--- src/rtl/core/srt_pkg.sv ---
// Shared types, constants and helpers of the sensor report trigger.
// Used by every module and interface of the block; depends on nothing.
`default_nettype none

package srt_pkg;

	localparam int unsigned CMD_W    = 1;
	localparam int unsigned MV_W     = 13;
	localparam int unsigned HUMI_W   = 10;
	localparam int unsigned CNT_W    = 4;
	localparam int unsigned HB_W     = 12;
	localparam int unsigned CAUSE_W  = 2;
	localparam int unsigned PERIOD_W = 5;
	localparam int unsigned CFG_IDX_W  = 3;
	localparam int unsigned CFG_DATA_W = 13;

	// Item kinds.
	localparam logic [CMD_W-1:0] CMD_SAMPLE = 1'b0;
	localparam logic [CMD_W-1:0] CMD_RESULT = 1'b1;

	// Report causes.
	localparam logic [CAUSE_W-1:0] CAUSE_BOOT  = 2'd0;
	localparam logic [CAUSE_W-1:0] CAUSE_DELTA = 2'd1;
	localparam logic [CAUSE_W-1:0] CAUSE_TIMER = 2'd2;

	// Sample periods in seconds.
	localparam logic [PERIOD_W-1:0] PERIOD_USB  = 5'd2;
	localparam logic [PERIOD_W-1:0] PERIOD_BATT = 5'd18;
	localparam logic [PERIOD_W-1:0] PERIOD_LOW  = 5'd28;

	// Configuration register indexes.
	localparam logic [CFG_IDX_W-1:0] CFG_HEARTBEAT_TICKS = 3'd0;
	localparam logic [CFG_IDX_W-1:0] CFG_DELTA_LARGE     = 3'd1;
	localparam logic [CFG_IDX_W-1:0] CFG_DELTA_SMALL     = 3'd2;
	localparam logic [CFG_IDX_W-1:0] CFG_CONFIRM_COUNT   = 3'd3;
	localparam logic [CFG_IDX_W-1:0] CFG_LOW_BATT_MV     = 3'd4;
	localparam logic [CFG_IDX_W-1:0] CFG_USB_LOW_MV      = 3'd5;
	localparam logic [CFG_IDX_W-1:0] CFG_USB_HIGH_MV     = 3'd6;

	// Configuration reset values.
	localparam logic [HB_W-1:0]   RST_HEARTBEAT_TICKS = 12'd330;
	localparam logic [HUMI_W-1:0] RST_DELTA_LARGE     = 10'd30;
	localparam logic [HUMI_W-1:0] RST_DELTA_SMALL     = 10'd10;
	localparam logic [CNT_W-1:0]  RST_CONFIRM_COUNT   = 4'd3;
	localparam logic [MV_W-1:0]   RST_LOW_BATT_MV     = 13'd3000;
	localparam logic [MV_W-1:0]   RST_USB_LOW_MV      = 13'd3270;
	localparam logic [MV_W-1:0]   RST_USB_HIGH_MV     = 13'd3340;

	typedef struct packed {
		logic [HB_W-1:0]   heartbeat_ticks;
		logic [HUMI_W-1:0] delta_large;
		logic [HUMI_W-1:0] delta_small;
		logic [CNT_W-1:0]  confirm_count;
		logic [MV_W-1:0]   low_batt_mv;
		logic [MV_W-1:0]   usb_low_mv;
		logic [MV_W-1:0]   usb_high_mv;
	} cfg_t;

	typedef struct packed {
		logic [CMD_W-1:0]  cmd;
		logic [MV_W-1:0]   vbat_mv;
		logic [HUMI_W-1:0] humi_tenths;
		logic              send_ok;
	} item_t;

	// Control strobe from the pipeline to the state holders.
	typedef struct packed {
		logic  fire;
		item_t item;
	} step_t;

	// Confirmation counters stop at all ones.
	function automatic logic [CNT_W-1:0] sat_inc_cnt(input logic [CNT_W-1:0] v);
		return (v == {CNT_W{1'b1}}) ? v : v + CNT_W'(1);
	endfunction

endpackage

`default_nettype wire

--- src/rtl/core/srt_if.sv ---
// Channel interfaces of the sensor report trigger: input items and results.
// Depends on srt_pkg for the field widths.
`default_nettype none

interface srt_item_if;
	logic                         valid;
	logic                         ready;
	logic [srt_pkg::CMD_W-1:0]    cmd;
	logic [srt_pkg::MV_W-1:0]     vbat_mv;
	logic [srt_pkg::HUMI_W-1:0]   humi_tenths;
	logic                         send_ok;

	modport source (output valid, cmd, vbat_mv, humi_tenths, send_ok, input ready);
	modport sink (input valid, cmd, vbat_mv, humi_tenths, send_ok, output ready);
endinterface

interface srt_result_if;
	logic                         valid;
	logic                         ready;
	logic                         push_pending;
	logic [srt_pkg::CAUSE_W-1:0]  report_cause;
	logic [srt_pkg::PERIOD_W-1:0] wake_period;
	logic                         battery_low;

	modport source (output valid, push_pending, report_cause, wake_period, battery_low,
		input ready);
	modport sink (input valid, push_pending, report_cause, wake_period, battery_low,
		output ready);
endinterface

`default_nettype wire

--- src/rtl/core/srt_cfg.sv ---
// Configuration register file of the sensor report trigger.
// Depends on srt_pkg for the register indexes, widths and reset values.
`default_nettype none

module srt_cfg (
	input  wire logic                             clk,
	input  wire logic                             arst_n,
	input  wire logic                             cfg_we,
	input  wire logic [srt_pkg::CFG_IDX_W-1:0]    cfg_index,
	input  wire logic [srt_pkg::CFG_DATA_W-1:0]   cfg_wdata,
	output srt_pkg::cfg_t                         cfg
);

	srt_pkg::cfg_t cfg_q;

	always_ff @(posedge clk or negedge arst_n) begin
		if (!arst_n) begin
			cfg_q.heartbeat_ticks <= srt_pkg::RST_HEARTBEAT_TICKS;
			cfg_q.delta_large     <= srt_pkg::RST_DELTA_LARGE;
			cfg_q.delta_small     <= srt_pkg::RST_DELTA_SMALL;
			cfg_q.confirm_count   <= srt_pkg::RST_CONFIRM_COUNT;
			cfg_q.low_batt_mv     <= srt_pkg::RST_LOW_BATT_MV;
			cfg_q.usb_low_mv      <= srt_pkg::RST_USB_LOW_MV;
			cfg_q.usb_high_mv     <= srt_pkg::RST_USB_HIGH_MV;
		end else if (cfg_we) begin
			case (cfg_index)
				srt_pkg::CFG_HEARTBEAT_TICKS:
					cfg_q.heartbeat_ticks <= cfg_wdata[srt_pkg::HB_W-1:0];
				srt_pkg::CFG_DELTA_LARGE:
					cfg_q.delta_large <= cfg_wdata[srt_pkg::HUMI_W-1:0];
				srt_pkg::CFG_DELTA_SMALL:
					cfg_q.delta_small <= cfg_wdata[srt_pkg::HUMI_W-1:0];
				srt_pkg::CFG_CONFIRM_COUNT:
					cfg_q.confirm_count <= cfg_wdata[srt_pkg::CNT_W-1:0];
				srt_pkg::CFG_LOW_BATT_MV:
					cfg_q.low_batt_mv <= cfg_wdata[srt_pkg::MV_W-1:0];
				srt_pkg::CFG_USB_LOW_MV:
					cfg_q.usb_low_mv <= cfg_wdata[srt_pkg::MV_W-1:0];
				srt_pkg::CFG_USB_HIGH_MV:
					cfg_q.usb_high_mv <= cfg_wdata[srt_pkg::MV_W-1:0];
				default: begin
				end
			endcase
		end
	end

	assign cfg = cfg_q;

endmodule

`default_nettype wire

--- src/rtl/core/srt_supply.sv ---
// Supply classifier of the sensor report trigger: USB and low confirmation
// counters, sample period and low-battery flag. Depends on srt_pkg.
`default_nettype none

module srt_supply (
	input  wire logic                           clk,
	input  wire logic                           arst_n,
	input  wire srt_pkg::cfg_t                  cfg,
	input  wire srt_pkg::step_t                 step,
	output logic [srt_pkg::PERIOD_W-1:0]        period,
	output logic                                battery_low
);

	logic [srt_pkg::CNT_W-1:0]    usb_cnt_q, usb_cnt_d;
	logic [srt_pkg::CNT_W-1:0]    low_cnt_q, low_cnt_d;
	logic [srt_pkg::PERIOD_W-1:0] period_q, period_d;
	logic                         batt_low_q, batt_low_d;
	logic [srt_pkg::CNT_W-1:0]    usb_inc, low_inc;
	logic                         in_usb, in_low, in_batt;

	assign in_usb  = (step.item.vbat_mv >= cfg.usb_low_mv) &&
		(step.item.vbat_mv < cfg.usb_high_mv);
	assign in_low  = step.item.vbat_mv < cfg.low_batt_mv;
	assign in_batt = step.item.vbat_mv >= cfg.usb_high_mv;
	assign usb_inc = srt_pkg::sat_inc_cnt(usb_cnt_q);
	assign low_inc = srt_pkg::sat_inc_cnt(low_cnt_q);

	// The USB window wins over low, low over battery; a voltage in no class
	// leaves everything as it is.
	always_comb begin
		usb_cnt_d  = usb_cnt_q;
		low_cnt_d  = low_cnt_q;
		period_d   = period_q;
		batt_low_d = batt_low_q;
		if (in_usb) begin
			usb_cnt_d  = usb_inc;
			if (usb_inc >= cfg.confirm_count) begin
				period_d  = srt_pkg::PERIOD_USB;
				usb_cnt_d = '0;
			end
			low_cnt_d  = '0;
			batt_low_d = 1'b0;
		end else if (in_low) begin
			low_cnt_d = low_inc;
			if (low_inc >= cfg.confirm_count) begin
				period_d   = srt_pkg::PERIOD_LOW;
				batt_low_d = 1'b1;
				low_cnt_d  = '0;
			end
			usb_cnt_d = '0;
		end else if (in_batt) begin
			usb_cnt_d  = '0;
			low_cnt_d  = '0;
			period_d   = srt_pkg::PERIOD_BATT;
			batt_low_d = 1'b0;
		end
	end

	always_ff @(posedge clk or negedge arst_n) begin
		if (!arst_n) begin
			usb_cnt_q  <= '0;
			low_cnt_q  <= '0;
			period_q   <= srt_pkg::PERIOD_BATT;
			batt_low_q <= 1'b0;
		end else if (step.fire && (step.item.cmd == srt_pkg::CMD_SAMPLE)) begin
			usb_cnt_q  <= usb_cnt_d;
			low_cnt_q  <= low_cnt_d;
			period_q   <= period_d;
			batt_low_q <= batt_low_d;
		end
	end

	assign period      = period_q;
	assign battery_low = batt_low_q;

endmodule

`default_nettype wire

--- src/rtl/core/srt_report.sv ---
// Report request logic of the sensor report trigger: heartbeat counter,
// humidity delta confirmation, pending flag and cause. Depends on srt_pkg.
`default_nettype none

module srt_report (
	input  wire logic                          clk,
	input  wire logic                          arst_n,
	input  wire srt_pkg::cfg_t                 cfg,
	input  wire srt_pkg::step_t                step,
	output logic                               pending,
	output logic [srt_pkg::CAUSE_W-1:0]        cause
);

	logic [srt_pkg::HB_W-1:0]    hb_cnt_q, hb_cnt_d, hb_inc;
	logic [srt_pkg::CNT_W-1:0]   near_cnt_q, near_cnt_d, near_inc;
	logic [srt_pkg::HUMI_W-1:0]  latest_q, latest_d;
	logic [srt_pkg::HUMI_W-1:0]  sent_q, sent_d;
	logic                        pending_q, pending_d;
	logic [srt_pkg::CAUSE_W-1:0] cause_q, cause_d;
	logic [srt_pkg::HUMI_W-1:0]  h, delta;

	assign h        = step.item.humi_tenths;
	assign delta    = (h >= sent_q) ? (h - sent_q) : (sent_q - h);
	assign hb_inc   = (hb_cnt_q == {srt_pkg::HB_W{1'b1}}) ? hb_cnt_q :
		hb_cnt_q + srt_pkg::HB_W'(1);
	assign near_inc = srt_pkg::sat_inc_cnt(near_cnt_q);

	// A humidity request in the same sample overrides the timer cause.
	always_comb begin
		hb_cnt_d   = hb_cnt_q;
		near_cnt_d = near_cnt_q;
		latest_d   = latest_q;
		sent_d     = sent_q;
		pending_d  = pending_q;
		cause_d    = cause_q;
		if (step.item.cmd == srt_pkg::CMD_SAMPLE) begin
			hb_cnt_d = hb_inc;
			if (hb_inc >= cfg.heartbeat_ticks) begin
				pending_d = 1'b1;
				cause_d   = srt_pkg::CAUSE_TIMER;
				hb_cnt_d  = '0;
			end
			latest_d = h;
			if (delta >= cfg.delta_large) begin
				pending_d  = 1'b1;
				cause_d    = srt_pkg::CAUSE_DELTA;
				near_cnt_d = '0;
			end else if (delta >= cfg.delta_small) begin
				near_cnt_d = near_inc;
				if (near_inc >= cfg.confirm_count) begin
					pending_d  = 1'b1;
					cause_d    = srt_pkg::CAUSE_DELTA;
					near_cnt_d = '0;
				end
			end else begin
				near_cnt_d = '0;
			end
		end else begin
			pending_d = 1'b0;
			if (step.item.send_ok) begin
				sent_d = latest_q;
			end
		end
	end

	always_ff @(posedge clk or negedge arst_n) begin
		if (!arst_n) begin
			hb_cnt_q   <= '0;
			near_cnt_q <= '0;
			latest_q   <= '0;
			sent_q     <= '0;
			pending_q  <= 1'b1;
			cause_q    <= srt_pkg::CAUSE_BOOT;
		end else if (step.fire) begin
			hb_cnt_q   <= hb_cnt_d;
			near_cnt_q <= near_cnt_d;
			latest_q   <= latest_d;
			sent_q     <= sent_d;
			pending_q  <= pending_d;
			cause_q    <= cause_d;
		end
	end

	assign pending = pending_q;
	assign cause   = cause_q;

endmodule

`default_nettype wire

--- src/rtl/core/sensor_report_trigger_top.sv ---
// Top level of the sensor report trigger: input register, state update and
// result valid. Depends on srt_pkg, srt_if, srt_cfg, srt_supply and srt_report.
//
// Usage. Items arrive on the valid/ready channel "item": a sample tick
// (cmd = 0) carries the supply voltage in mV and the humidity in tenths of
// a percent, a transmission result (cmd = 1) carries send_ok. Every item
// yields exactly one transfer on the "result" channel, holding the state
// after that item: push_pending, report_cause, wake_period, battery_low.
// The item is captured in the input register at its transfer; when it moves
// on, the supply and report state registers take their new values, which are
// the result payload. Throughput is one item per cycle while the receiver
// takes each result; the limit is the single state update per cycle, which
// each item needs before the next one can be evaluated. When the receiver
// stalls, the result holds, the item waiting in the input register holds as
// well, and "item" still takes one transfer into an empty input register
// before ready drops. The user writes the configuration through the plain
// write port (cfg_we, cfg_index, cfg_wdata) only while no item is in flight;
// the block does not enforce it. After reset the configuration holds its
// default values, the period is 18, and a boot report is pending (cause 0).
`default_nettype none

module sensor_report_trigger_top (
	input  wire logic                           clk,
	input  wire logic                           arst_n,
	input  wire logic                           cfg_we,
	input  wire logic [srt_pkg::CFG_IDX_W-1:0]  cfg_index,
	input  wire logic [srt_pkg::CFG_DATA_W-1:0] cfg_wdata,
	srt_item_if.sink                            item,
	srt_result_if.source                        result
);

	srt_pkg::cfg_t  cfg;
	srt_pkg::item_t item_s1;
	srt_pkg::step_t step;
	logic           valid_s1;
	logic           out_valid_q;
	logic           advance;

	// The item in the input register moves on when the result slot is free
	// or is being emptied in this cycle.
	assign advance    = valid_s1 && (!out_valid_q || result.ready);
	assign item.ready = !valid_s1 || advance;

	always_ff @(posedge clk or negedge arst_n) begin
		if (!arst_n) begin
			valid_s1 <= 1'b0;
		end else if (item.ready) begin
			valid_s1 <= item.valid;
		end
	end

	// Payload needs no reset.
	always_ff @(posedge clk) begin
		if (item.valid && item.ready) begin
			item_s1.cmd         <= item.cmd;
			item_s1.vbat_mv     <= item.vbat_mv;
			item_s1.humi_tenths <= item.humi_tenths;
			item_s1.send_ok     <= item.send_ok;
		end
	end

	always_ff @(posedge clk or negedge arst_n) begin
		if (!arst_n) begin
			out_valid_q <= 1'b0;
		end else if (advance) begin
			out_valid_q <= 1'b1;
		end else if (result.ready) begin
			out_valid_q <= 1'b0;
		end
	end

	assign step.fire = advance;
	assign step.item = item_s1;

	srt_cfg u_cfg (
		.clk       (clk),
		.arst_n    (arst_n),
		.cfg_we    (cfg_we),
		.cfg_index (cfg_index),
		.cfg_wdata (cfg_wdata),
		.cfg       (cfg)
	);

	// The state registers of both units are the result register: they change
	// only when a new result is loaded, so a stalled result holds.
	srt_supply u_supply (
		.clk         (clk),
		.arst_n      (arst_n),
		.cfg         (cfg),
		.step        (step),
		.period      (result.wake_period),
		.battery_low (result.battery_low)
	);

	srt_report u_report (
		.clk     (clk),
		.arst_n  (arst_n),
		.cfg     (cfg),
		.step    (step),
		.pending (result.push_pending),
		.cause   (result.report_cause)
	);

	assign result.valid = out_valid_q;

	// A transmission result always clears the request it answers.
	a_result_clears_pending: assert property (@(posedge clk) disable iff (!arst_n)
		(advance && (item_s1.cmd == srt_pkg::CMD_RESULT)) |=> !result.push_pending)
		else $error("pending request survived a transmission result");

	// The low-battery flag is only ever set together with the long period.
	a_low_flag_period: assert property (@(posedge clk) disable iff (!arst_n)
		result.battery_low |-> (result.wake_period == srt_pkg::PERIOD_LOW))
		else $error("battery low flag without the low-battery period");

	// The period is always one of the three supply modes.
	a_period_legal: assert property (@(posedge clk) disable iff (!arst_n)
		(result.wake_period == srt_pkg::PERIOD_USB) ||
		(result.wake_period == srt_pkg::PERIOD_BATT) ||
		(result.wake_period == srt_pkg::PERIOD_LOW))
		else $error("sample period outside the supply modes");

	// Back pressure on the input only arises with a held item.
	a_ready_when_empty: assert property (@(posedge clk) disable iff (!arst_n)
		!item.ready |-> (valid_s1 && out_valid_q && !result.ready))
		else $error("input stalled without a held item and a stalled result");

	// A state update always produces a result in the next cycle.
	a_update_gives_result: assert property (@(posedge clk) disable iff (!arst_n)
		advance |=> result.valid)
		else $error("state update without a result");

endmodule

`default_nettype wire
--- src/flat_wrapper.sv ---
// flat-port wrapper written by rule: the top's interface ports become plain ports
module sensor_report_trigger_top_flat 
  (clk, arst_n, cfg_we, cfg_index, cfg_wdata, item_valid, item_cmd, item_vbat_mv, item_humi_tenths, item_send_ok, item_ready, result_valid, result_push_pending, result_report_cause, result_wake_period, result_battery_low, result_ready);
  srt_item_if item_i ();
  srt_result_if result_i ();
  input  wire logic clk;
  input  wire logic arst_n;
  input  wire logic cfg_we;
  input  wire logic [srt_pkg::CFG_IDX_W-1:0] cfg_index;
  input  wire logic [srt_pkg::CFG_DATA_W-1:0] cfg_wdata;
  input wire logic [$bits(item_i.valid)-1:0] item_valid;
  input wire logic [$bits(item_i.cmd)-1:0] item_cmd;
  input wire logic [$bits(item_i.vbat_mv)-1:0] item_vbat_mv;
  input wire logic [$bits(item_i.humi_tenths)-1:0] item_humi_tenths;
  input wire logic [$bits(item_i.send_ok)-1:0] item_send_ok;
  output wire logic [$bits(item_i.ready)-1:0] item_ready;
  output wire logic [$bits(result_i.valid)-1:0] result_valid;
  output wire logic [$bits(result_i.push_pending)-1:0] result_push_pending;
  output wire logic [$bits(result_i.report_cause)-1:0] result_report_cause;
  output wire logic [$bits(result_i.wake_period)-1:0] result_wake_period;
  output wire logic [$bits(result_i.battery_low)-1:0] result_battery_low;
  input wire logic [$bits(result_i.ready)-1:0] result_ready;
  assign item_i.valid = item_valid;
  assign item_i.cmd = item_cmd;
  assign item_i.vbat_mv = item_vbat_mv;
  assign item_i.humi_tenths = item_humi_tenths;
  assign item_i.send_ok = item_send_ok;
  assign item_ready = item_i.ready;
  assign result_valid = result_i.valid;
  assign result_push_pending = result_i.push_pending;
  assign result_report_cause = result_i.report_cause;
  assign result_wake_period = result_i.wake_period;
  assign result_battery_low = result_i.battery_low;
  assign result_i.ready = result_ready;
  sensor_report_trigger_top u_core (.clk(clk), .arst_n(arst_n), .cfg_we(cfg_we), .cfg_index(cfg_index), .cfg_wdata(cfg_wdata), .item(item_i), .result(result_i));
endmodule
--- config.mk ---
export PLATFORM = sky130hd
export DESIGN_NAME = sensor_report_trigger_top_flat
export DESIGN_NICKNAME = d
export VERILOG_FILES = /design/src/rtl/core/srt_pkg.sv /design/src/rtl/core/srt_if.sv /design/src/rtl/core/srt_cfg.sv /design/src/rtl/core/srt_supply.sv /design/src/rtl/core/srt_report.sv /design/src/rtl/core/sensor_report_trigger_top.sv /design/src/flat_wrapper.sv
export SDC_FILE = /design/constraint.sdc
export NUM_CORES = 1
export LEC_CHECK = 0
export ABC_AREA = 1
export BUFFER_PORTS_ARGS = -buffer_cell sky130_fd_sc_hd__buf_2
export CAP_MARGIN = 20
export CORE_ASPECT_RATIO = 1.75
export CORE_UTILIZATION = 64
export CTS_BUF_LIST = sky130_fd_sc_hd__clkbuf_4 sky130_fd_sc_hd__clkbuf_8
export CTS_CLUSTER_SIZE = 16
export DETAILED_ROUTE_END_ITERATION = 8
export HOLD_SLACK_MARGIN = 0.06
export PLACE_DENSITY = 0.82
export SLEW_MARGIN = 20
export SYNTH_ARGS = -nofsm -noshare
export SYNTH_HDL_FRONTEND = slang
export SYNTH_SLANG_ARGS = --single-unit
--- constraint.sdc ---
create_clock -name clk -period 3.7 [get_ports clk]
set_input_delay 0.185 -clock clk [delete_from_list [all_inputs] [get_ports clk]]
set_output_delay 0.185 -clock clk [all_outputs]
set_load 0.005 [all_outputs]
**After elaboration in Yosys (flattened, before gate mapping)**

Index checks and enable logic that the tools add are counted.

- Logic and storage cells: 112
- Bits of input ports: 46
- Register bits: 155
- Output and inout port bits: 11

- Equal/unequal tests: 12
- Add/sub/neg operators: 6
- Mux-type cells: 36
- Order comparisons: 11
- Reduce and logical (&&, ||, !) cells: 23
- Bitwise logic cells: 1

Operator list:

| operator | count |
|---|---|
| 4-bit two-way mux | 13 |
| 10-bit >= comparator | 3 |
| 13-bit >= comparator | 2 |
| 13-bit < comparator | 2 |
| 5-bit two-way mux | 5 |
| 12-bit two-way mux | 2 |
| 10-bit subtractor | 2 |
| 2-bit AND reduction | 9 |
| 12-bit by 1-bit adder with 12-bit output (second input constant) | 1 |
| 4-bit by 1-bit adder with 4-bit output (second input constant) | 3 |
| 12-bit equality test (second input constant) | 1 |
| 4-bit equality test (second input constant) | 3 |
| 12-bit >= comparator | 1 |
| 4-bit >= comparator | 3 |
| 1-bit two-way mux | 11 |
| 10-bit two-way mux | 1 |
| 3-bit equality test (second input constant) | 3 |
| 2-bit two-way mux | 4 |
| 3-bit by 2-bit equality test with 1-bit output (second input constant) | 2 |
| 3-bit AND reduction | 2 |
| 1-bit logical AND | 4 |
| 4-bit AND reduction | 1 |
| 3-bit by 1-bit equality test with 1-bit output (second input constant) | 1 |
| 3-bit logical NOT | 1 |
| other kinds (7) | 9 |

**Longest topological paths before layout**

Gate-level depths: netlist of run 1.

- Word-level depth: 8
- Mapped depth: 22
- Mapped depth without buffers: 21

**By module**

A second synthesis of run 1 with hierarchy kept.

- Cells, all modules: 1284
- Area total of the unflattened synthesis: 9840.7 um2

By module, submodules not included:

| module | instances | cells an instance | area each (um2) | sequential area each (um2) |
|---|---|---|---|---|
| srt_report | 1 | 609 | 3952.5 | 977.2 |
| srt_cfg | 1 | 337 | 3056.7 | 1914.3 |
| srt_supply | 1 | 301 | 1985.7 | 302.8 |
| sensor_report_trigger_top | 1 | 37 | 845.8 | 800.8 |

**Least setup slack after synthesis of run 1**

OpenSTA, ideal clock, no wires.

- Kind: flip-flop to flip-flop
- Start point: register u_core.item_s1[1] in the netlist's numbering
- End point: register u_core.u_report.cause_q, in the netlist u_core.u_report.cause[0]
- Clock period less this slack: 2.901 ns
- Slack: 0.799 ns
- Setup time: 0.120 ns
- Buffers on the path: 0
- Stages on the path, launching flop included: 21
- Data required time: 3.580 ns
- Arrival: 2.782 ns
- Cells stage by stage: edfxtp_1 -> inv_1 -> ha_1 -> inv_1 -> fa_1 -> nand2_1 -> nand2_1 -> a211oi_1 -> xor2_1 -> nand2_2 -> nand2_1 -> inv_1 -> ha_1 -> nand2_1 -> nor2_1 -> o211ai_1 -> nand3_1 -> nor3_2 -> nand2_1 -> o21ai_0 -> inv_1

- Cells in the longest elaborated chain, start to end: 5
- Elaborated cells between the ends (all ways): 8
- Those cells by class: add/sub: 2; order compare: 3; mux: 3

Ends and longest elaborated chain:

| what | RTL line | text |
|---|---|---|
| start: declaration | sensor_report_trigger_top.sv:33 | `srt_pkg::item_t item_s1;` |
| 10-bit subtractor / 10-bit >= comparator (equally long branches) | srt_report.sv:23 | `assign delta = (h >= sent_q) ? (h - sent_q) : (sent_q - h);` |
| 10-bit two-way mux (*) | srt_report.sv:23 |  |
| 10-bit >= comparator | srt_report.sv:48 | `end else if (delta >= cfg.delta_small) begin` |
| 2-bit two-way mux | srt_report.sv:48 |  |
| 2-bit two-way mux (*) | srt_report.sv:44 | `if (delta >= cfg.delta_large) begin` |
| end signal: assignment | srt_report.sv:73 | `cause_q <= srt_pkg::CAUSE_BOOT;` |
| end signal: assignment | srt_report.sv:80 | `cause_q <= cause_d;` |
| end: declaration | srt_report.sv:19 | `logic [srt_pkg::CAUSE_W-1:0] cause_q, cause_d;` |

Every way passes the cells marked *; elsewhere a longest branch is shown, timed or not.
A chain may end at the register's enable or synchronous reset.

**Final worst setup path of run 1**

- Start point: register u_core.item_s1[6] in the netlist's numbering
- End point: register u_core.u_report.cause_q, in the netlist u_core.u_report.cause[0]

The elaborated chain is that of the path after synthesis.

==> results by group, run 1 <==
Drt
  • Total Routed Length: around 23 mm
  • DR DRC count: 0
  • Total number of vias: about 7700
  • Vias per cell: about 5.5
  • Routed WL per cell: about 16 µm
  • Drt first-iter violations: 399
  • TritonRoute pass-1 iters: 5
  • Post-route ant nets: 0

CTS
  • Clock Pin Slew Worst Setup and Hold Paths: 0.09 ns
  • Clock sink total: around 150
  • CTS HTree Levels: 4
  • Root Buffer: clkbuf_8
  • TritonCTS clock tree: yes
  • Inserted Clock Buffers: 17
  • Worst-skew pair later-pin latency: ~0.47 ns
  • Clock buffer depth: 2

Finish
  • Final Util: between 70% and 80%
  • Final nets: between 1000 and 1500
  • Most common cell after layout, fill and taps aside: nand2_1
  • Multi-input gate area: approximately 4500 µm²
  • Fillers: approximately 1100
  • FF/Latch Area: about 4000 µm²
  • Most frequent cells in the layout: 260 x nand2_1, 192 x inv_1, 125 x o21ai_0, 105 x ha_1, 95 x dfrtp_1
  • N_diodes: 0
  • Area grow syn2layout: 13.3%
  • Layout cells sized above 1: between 10% and 20%

Timing
  • Fin Setup TNS: 0 ns
  • Final hold vios: 0
  • Worst Skew: 0.0154 ns
  • Max transition margin: 41.5%
  • Final Max Tran Viols: 0
  • Final min period: ~3.4 ns
  • Worst-Margin Slew: 0.875 ns
  • Final period util: between 90 and 100%
  • Achievable Freq: 292 MHz
  • Setup violators final: 0
  • RSZ-0062 raised after global routing: false

Power and ir drop
  • Comb pwr share: a little under half
  • Tot Pwr: ~7.1 mW
  • Pint: 4.17 mW
  • Clk pwr share: around a fifth
  • Switch share: just over 40%
  • Reg power frac: around 34%
  • Power Dens Cells: 673 nW/µm²
  • Max IR drop VDD: about 0.35 mV
  • Static leakage: roughly 5.4 nW
  • Sw power: approximately 2.9 mW

Critical path
  • Crit Path Class: flip-flop to flip-flop
  • CP arrival: roughly 3.8 ns
  • Reg2reg path depth: 17
  • Levels on crit path: 17
  • CP cell instances: ha_1 -> nand2_2 -> o21ai_0 -> nand2_1 -> o2111ai_4 -> buf_6 -> nand2_1 -> a21boi_2 -> ha_1 -> a21oi_1 -> o21ai_0 -> nand2_1 -> nand3_2 -> nor3_4 -> nand2_1 -> o21ai_0 -> inv_1
  • Worst Path Required: about 4 ns
  • CP dominant cell by count: nand2_1
  • Buf/Inv on CP: 2
  • Crit Path Max Fanout: 10
  • Cell family with most CP delay: compound AO/OA/AOI/OAI gates
  • Crit-path slowest cell: ha_1
  • Max incr delay on CP: ~0.47 ns
  • CP Capture Type: flip-flop
  • CP startpoint kind: flip-flop

Floorplanning
  • Row count: 58
  • Starting Density: 65.2%
  • Chip height: 162 µm
  • I/O pin count: 57
  • Core ar.: about 14000 µm²
  • Die area: roughly 15000 µm²
  • Die Wd: approximately 93 µm

GRT
  • Largest net degree at the start of global routing: 60
  • Number of global-route vias before repair: 8030
  • First-pass GRT wire length: 36.5 mm
  • Total track usage: between 30% and 40%
  • Gr ovfl total: 0
  • Initial antenna violation count: 0

Logic synthesis
  • Asr flop ratio synth: a little over four fifths
  • Sequential area share after synthesis: between 40% and 50%
  • Average size of a mapped cell: just over 8 µm²
  • Post-Synthesis Cells: ~1100
  • Post-Syn Area: approximately 9300 µm²
  • Post-synth top flop: dfrtp_1
  • Share of the synthesized area in the top cell type: 25.5%
  • EDFF count, synth: 25
  • Yosys warns: 0
  • Syn nets: approximately 1300
  • Synth cell types: 48
  • Post-synth top area cell: dfrtp_1
  • Dominant cells by area after synthesis: dfrtp_1 25%, ha_1 14%, nand2_1 10%
  • #FFs+latches synth: 153

Run status
  • Status: finished, final reports clean

Placement
  • Gpl congestion: 0.970
  • PortBufs: 55
  • Detailed Place HPWL: about 16 mm

Min path
  • HP Class: input port to flip-flop
  • Hold Crit Depth: 3

Flow run
  • Maximum capacitance violations: 0
## cell families after synthesis
kind of cell,Yosys count,synth area share (%)
buffers and inverters,222,9.34
adders and majority gates,107,14.5
DFF,153,42.8
muxes,2,0.241
and+or+nand+nor,396,18.2
other,1,0.0402
xor gates and xnor gates,21,1.97
AOI/OAI and AO/OA,219,12.9
## power by group through the flow
stage          clock [mW]  sequential (mW)  combinational, mW
2_1_floorplan           0             2.35               2.34
3_3_place_gp            0             2.40               2.97
3_5_place_dp            0             2.41               3.08
4_1_cts              1.47             2.38               3.16
5_1_grt              1.54             2.43               3.72
6_report             1.46             2.39               3.26
## cell usage after synthesis (all sizes together) (2+ instances only)
cell type  number
inv           197
mux2            2
nand3          30
a21o            5
o21a            3
buf             8
o22ai           5
or2             2
ha            105
a22o            3
fa              2
o21ai         133
o21bai          6
a21oi          56
dfrtp          95
a211oi          2
xnor2           2
nand4          14
clkbuf         17
nor2           64
edfxtp         25
o211ai          3
xor2           19
dfstp          33
nand2         272
nor3            9
## per-layer routing
layer	GRT usage [%]	routed length, µm	share of wire (%)	vias up
li1	-	-	-	3782
met1	32.3	8260	37	3618
met2	58.1	11900	53	243
met3	5.06	959	4.2	97
met4	20.3	1450	6.4	0
met5	0	0	0	-
## sequential cells by signal (all words and copies together), names as in the netlist
register                     cells
u_core.u_report.sent_q          10
u_core.u_report.cause            2
u_core.u_report.near_cnt_q       4
u_core.u_report.latest_q        10
u_core.u_supply.battery_low      1
u_core.u_cfg.cfg                75
u_core.u_supply.period           3
u_core.result.valid              1
u_core.u_supply.usb_cnt_q        4
u_core.valid_s1                  1
u_core.u_supply.low_cnt_q        4
u_core.item_s1                  25
u_core.u_report.hb_cnt_q        12
u_core.u_report.pending          1
## tightest hold or removal path, stage by stage
cell and delay [ns]:
buf_2 0.10, inv_1 0.15, o21ai_0 0.11
## cell type report
| class | count | area share, % |
|---|---|---|
| Multi-Input combinational cell | 746 | 42.6 |
| Sequential cell | 153 | 37.8 |
| Tap cell | 180 | 2.13 |
| Clock buffer | 20 | 2.49 |
| Inverter | 197 | 7.00 |
| Timing Repair Buffer | 93 | 6.19 |
| Clock inverter | 12 | 1.80 |
## final timing paths
| kind | start | endpoint | slack (ns) |
|---|---|---|---|
| min in group asynchronous | arst_n | u_core.u_report.latest_q[3]$_DFFE_PN0P_ | 0.34 |
| worst max register to register | u_core.item_s1[6]$_DFFE_PP_ | u_core.u_report.cause[0]$_DFFE_PN0P_ | 0.28 |
| max in group asynchronous | arst_n | u_core.u_supply.period[4]$_DFFE_PN1P_ | 2.44 |
| worst max-delay path | u_core.item_s1[6]$_DFFE_PP_ | u_core.u_report.cause[0]$_DFFE_PN0P_ | 0.28 |
| worst min-delay path | cfg_wdata[8] | u_core.u_cfg.cfg[8]$_DFFE_PN1P_ | 0.1 |
| worst min register to register | u_core.u_cfg.cfg[49]$_DFFE_PN0P_ | u_core.u_cfg.cfg[49]$_DFFE_PN0P_ | 0.49 |
## timing repair
action                                 CTS  global route
setup endpoints to repair                0             7
setup buffers                            0             0
endpoints found under the hold margin   81             0
hold buffers                            32             0
resized for setup                        0            10
## metrics by stage
step / setup slack (ns) / instance area, µm² / hold slack [ns] / cells
2_1_floorplan: 0.799 / 9330 / -0.111 / 1121
3_3_place_gp: 0.289 / 9730 / 0.307 / 1336
3_5_place_dp: 0.142 / 9730 / 0.310 / 1336
4_1_cts: 0.0607 / 10500 / 0.0931 / 1400
5_1_grt: 0.0261 / 10600 / 0.122 / 1401
6_report: 0.278 / 10600 / 0.0976 / 1401
Power figures use the tool's default switching activity.
==> run 2, diff against run 1 <==
Settings changed: SYNTH_HIERARCHICAL from default to 1.
==> run 2 against run 1 <==
Compared with the run above: register-to-register slack better by 0.17 ns; largest power group unchanged; critical endpoint is now u_core/u_report/cause[0]$_DFFE_PN0P_; die area increased by 5.4%; maximum frequency is 5.4% higher; largest cell class unchanged; area after synthesis is 5.5% higher; worst setup slack improved by 0.17 ns; utilization shrank 0.17 points.
==> results by group, run 2 <==
Logic synthesis
  • Share of the synthesized area in the top cell type: 24.2% (was 25.5%)
  • Synth cell types: 41 (was 48)
  • #FFs+latches synth: 153 (unchanged)
  • Post-Synthesis Cells: 1284 (was 1121)
  • Asr flop ratio synth: 83.7% (unchanged)
  • Top cells by count, synth: 479 x nand2_1, 203 x inv_1, 105 x ha_1, 95 x dfrtp_1, 82 x nand3_1 (was 260 x nand2_1, 193 x inv_1, 126 x o21ai_0, 105 x ha_1, 95 x dfrtp_1)
  • Post-synth top area cell: dfrtp_1 (unchanged)
  • Syn nets: 1437 (was 1274)
  • Yosys warns: 6 (was 0)
  • Most numerous cell in the Yosys netlist: nand2_1 (unchanged)
  • Sequential area share after synthesis: 40.6% (was 42.8%)
  • Dominant cells by area after synthesis: dfrtp_1 24%, nand2_1 18%, ha_1 13% (was dfrtp_1 25%, ha_1 14%, nand2_1 10%)
  • Post-synth top flop: dfrtp_1 (unchanged)
  • Average size of a mapped cell: 7.66 µm² (was 8.32 µm²)
  • Post-Syn Area: 9840 µm² (was 9330 µm²)
  • EDFF count, synth: 25 (unchanged)

Floorplanning
  • I/O pin count: 57 (unchanged)
  • Die area: 15900 µm² (was 15100 µm²)
  • Chip height: 166 µm (was 162 µm)
  • Core ar.: 14900 µm² (was 14300 µm²)
  • Row count: 59 (was 58)
  • Die Wd: 95.7 µm (was 93.2 µm)
  • Starting Density: 66.0% (was 65.2%)

CTS
  • Clock sink total: 153 (unchanged)
  • TritonCTS clock tree: yes (unchanged)
  • CTS HTree Levels: 4 (unchanged)
  • Inserted Clock Buffers: 17 (unchanged)
  • Clock Pin Slew Worst Setup and Hold Paths: 0.08 ns (was 0.09 ns)
  • Root Buffer: clkbuf_8 (unchanged)
  • Clock buffer depth: 2 (unchanged)
  • Postcts setup bufs: 0 (unchanged)
  • Worst-skew pair later-pin latency: 0.45 ns (was 0.47 ns)

Timing
  • Worst-Margin Slew: 0.846 ns (was 0.875 ns)
  • Final min period: 3.25 ns (was 3.42 ns)
  • Worst Skew: 0.0153 ns (was 0.0154 ns)
  • Final hold vios: 0 (unchanged)
  • Setup violators final: 0 (unchanged)
  • Achievable Freq: 308 MHz (was 292 MHz)
  • RSZ-0062 raised after global routing: false (unchanged)
  • Max transition margin: 43.4% (was 41.5%)
  • Fin Setup TNS: 0 ns (unchanged)
  • Final period util: 87.8% (was 92.5%)
  • Final Max Tran Viols: 0 (unchanged)

Critical path
  • CP cell instances: inv_1 -> ha_1 -> inv_1 -> fa_1 -> nand4_1 -> nand3_1 -> nor2_4 -> inv_2 -> nand2_1 -> nand2_1 -> ha_1 -> nand2_1 -> nand3b_1 -> nand3_1 -> nand2_1 -> nor2_1 -> nand2_1 -> nand2_1 -> nand2_1 (was ha_1 -> nand2_2 -> o21ai_0 -> nand2_1 -> o2111ai_4 -> buf_6 -> nand2_1 -> a21boi_2 -> ha_1 -> a21oi_1 -> o21ai_0 -> nand2_1 -> nand3_2 -> nor3_4 -> nand2_1 -> o21ai_0 -> inv_1)
  • Worst Path Required: 4.03 ns (was 4.05 ns)
  • Crit Path Class: flip-flop to flip-flop (unchanged)
  • CP startpoint kind: flip-flop (unchanged)
  • Crit Path Max Fanout: 11 (was 10)
  • Max incr delay on CP: 0.43 ns (was 0.47 ns)
  • Crit. Startpoint: u_core/item_s1[1]$_DFFE_PP_ (was u_core.item_s1[6]$_DFFE_PP_)
  • RR Startpoint: u_core/item_s1[1]$_DFFE_PP_ (was u_core.item_s1[6]$_DFFE_PP_)
  • Reg2reg path depth: 19 (was 17)
  • CP dominant cell by count: nand2_1 (unchanged)
  • Reg2Reg Setup Slack: 0.45 ns (was 0.28 ns)
  • R2r endpoint: u_core/u_report/cause[0]$_DFFE_PN0P_ (was u_core.u_report.cause[0]$_DFFE_PN0P_)
  • Crit-path slowest cell: edfxtp_1 (was ha_1)
  • CP Capture Type: flip-flop (unchanged)
  • CP arrival: 3.58 ns (was 3.77 ns)

Placement
  • Placed Area: 10200 µm² (was 9730 µm²)
  • PortBufs: 55 (unchanged)
  • Gpl congestion: 0.976 (was 0.970)
  • Detailed Place HPWL: 17.0 mm (was 16.2 mm)

GRT
  • Largest net degree at the start of global routing: 75 (was 60)
  • First-pass GRT wire length: 38.7 mm (was 36.5 mm)
  • Gr ovfl total: 0 (unchanged)
  • Number of global-route vias before repair: 8493 (was 8030)
  • Initial antenna violation count: 0 (unchanged)
  • Total track usage: 31.7% (was 31.5%)

Drt
  • Routed WL per cell: 14.9 µm (was 16.1 µm)
  • Vias per cell: 5.39 (was 5.52)
  • DR DRC count: 0 (unchanged)
  • TritonRoute pass-1 iters: 5 (unchanged)
  • Drt first-iter violations: 415 (was 399)
  • Total Routed Length: 23.5 mm (was 22.6 mm)
  • Total number of vias: 8483 (was 7740)
  • Post-route ant nets: 0 (unchanged)

Power and ir drop
  • Max IR drop VDD: 0.323 mV (was 0.349 mV)
  • Tot Pwr: 5.87 mW (was 7.12 mW)
  • Static leakage: 6.04 nW (was 5.36 nW)
  • Power Dens Cells: 533 nW/µm² (was 673 nW/µm²)

Finish
  • Final nets: 1531 (was 1361)
  • Most frequent cells in the layout: 479 x nand2_1, 203 x inv_1, 105 x ha_1, 95 x dfrtp_1, 82 x nand3_1 (was 260 x nand2_1, 192 x inv_1, 125 x o21ai_0, 105 x ha_1, 95 x dfrtp_1)
  • Most common cell after layout, fill and taps aside: nand2_1 (unchanged)
  • Post-route design area: 11000 µm² (was 10600 µm²)
  • Area grow syn2layout: 11.8% (was 13.3%)
  • N_diodes: 0 (unchanged)
  • Layout cells sized above 1: 12.0% (was 14.3%)
  • Largest register FFs: 75 (unchanged)

Min path
  • Hold Path Origin: cfg_index[2] (was cfg_wdata[8])
  • Worst-case hold path end point: u_core/u_cfg/cfg[46]$_DFFE_PN1P_ (was u_core.u_cfg.cfg[8]$_DFFE_PN1P_)
  • HP Class: input port to flip-flop (unchanged)
  • Hold Crit Depth: 4 (was 3)

Run status
  • Status: finished, final reports clean (unchanged)

Flow run
  • Maximum capacitance violations: 0 (unchanged)
run 2: cell type report:
type | instances | area, µm²
clock buffer | 18 | 248
fill | 1195 | 3910
timing repair buffer | 102 | 752
tap | 183 | 229
inverter | 211 | 792
sequential | 153 | 4000
multi-input combinational | 893 | 4880
clock inverter | 14 | 109
run 2: through the flow:
step	setup WS, ns	hold WS [ns]	utilization, %	instances
after CTS	0.343	0.107	73.7	1574
after floorplan	0.963	-0.111	-	1284
after detailed placement	0.377	0.364	68.5	1500
after global placement	0.471	0.361	68.5	1500
after global routing	0.0348	0.122	73.8	1574
final	0.452	0.148	73.8	1574
run 2: cells by family (layout without fill, tap and decap cells):
family | count (synthesis) | after routing | synth area share, %
AND/OR/NAND/NOR | 664 | 664 | 28.2
buffers and inverters | 238 | 345 | 9.93
flip-flops | 153 | 153 | 40.6
adder cells (fa/ha/maj) | 107 | 107 | 13.8
AO/OA/AOI/OAI | 99 | 99 | 5.49
XOR/XNOR | 20 | 20 | 1.78
multiplexers | 2 | 2 | 0.229
other | 1 | 1 | 0.0381
run 2: metal layers:
layer  track usage [%]  up-vias  routed length [µm]
li1                  -     4193                   -
met3              4.62       77                 984
met2              59.1      237               12600
met1              33.3     3976                8710
met4              15.4        0                1110
met5                 0        -                   0
run 2: critical path: cells and delay by family (launching register included):
family        cells  cell delay [ns]
flops             1             0.43
fa+ha+maj         3             0.85
buf+inv           3             0.28
simple gates     13             1.56
run 2: where the power goes:
part | total (mW) | switching [mW] | internal [mW]
combinational | 2.42 | 1.49 | 0.923
sequential | 2.27 | 0.210 | 2.06
clock | 1.17 | 0.677 | 0.498
total | 5.87 | 2.38 | 3.49
run 2: what timing repair did:
action,CTS,global route
hold endpoints to repair,139,0
hold buffers,42,0
endpoints found under the setup margin,0,3
gates resized for setup,0,1
run 2: how the worst max path moves through the flow:
stage and to:
2_1_floorplan u_core/u_report/cause[0]$_DFFE_PN0P_, 3_3_place_gp u_core/u_report/cause[0]$_DFFE_PN0P_, 3_5_place_dp u_core/u_report/cause[0]$_DFFE_PN0P_, 4_1_cts u_core/u_report/cause[0]$_DFFE_PN0P_, 5_1_grt u_core/u_report/cause[0]$_DFFE_PN0P_, 6_report u_core/u_report/cause[0]$_DFFE_PN0P_
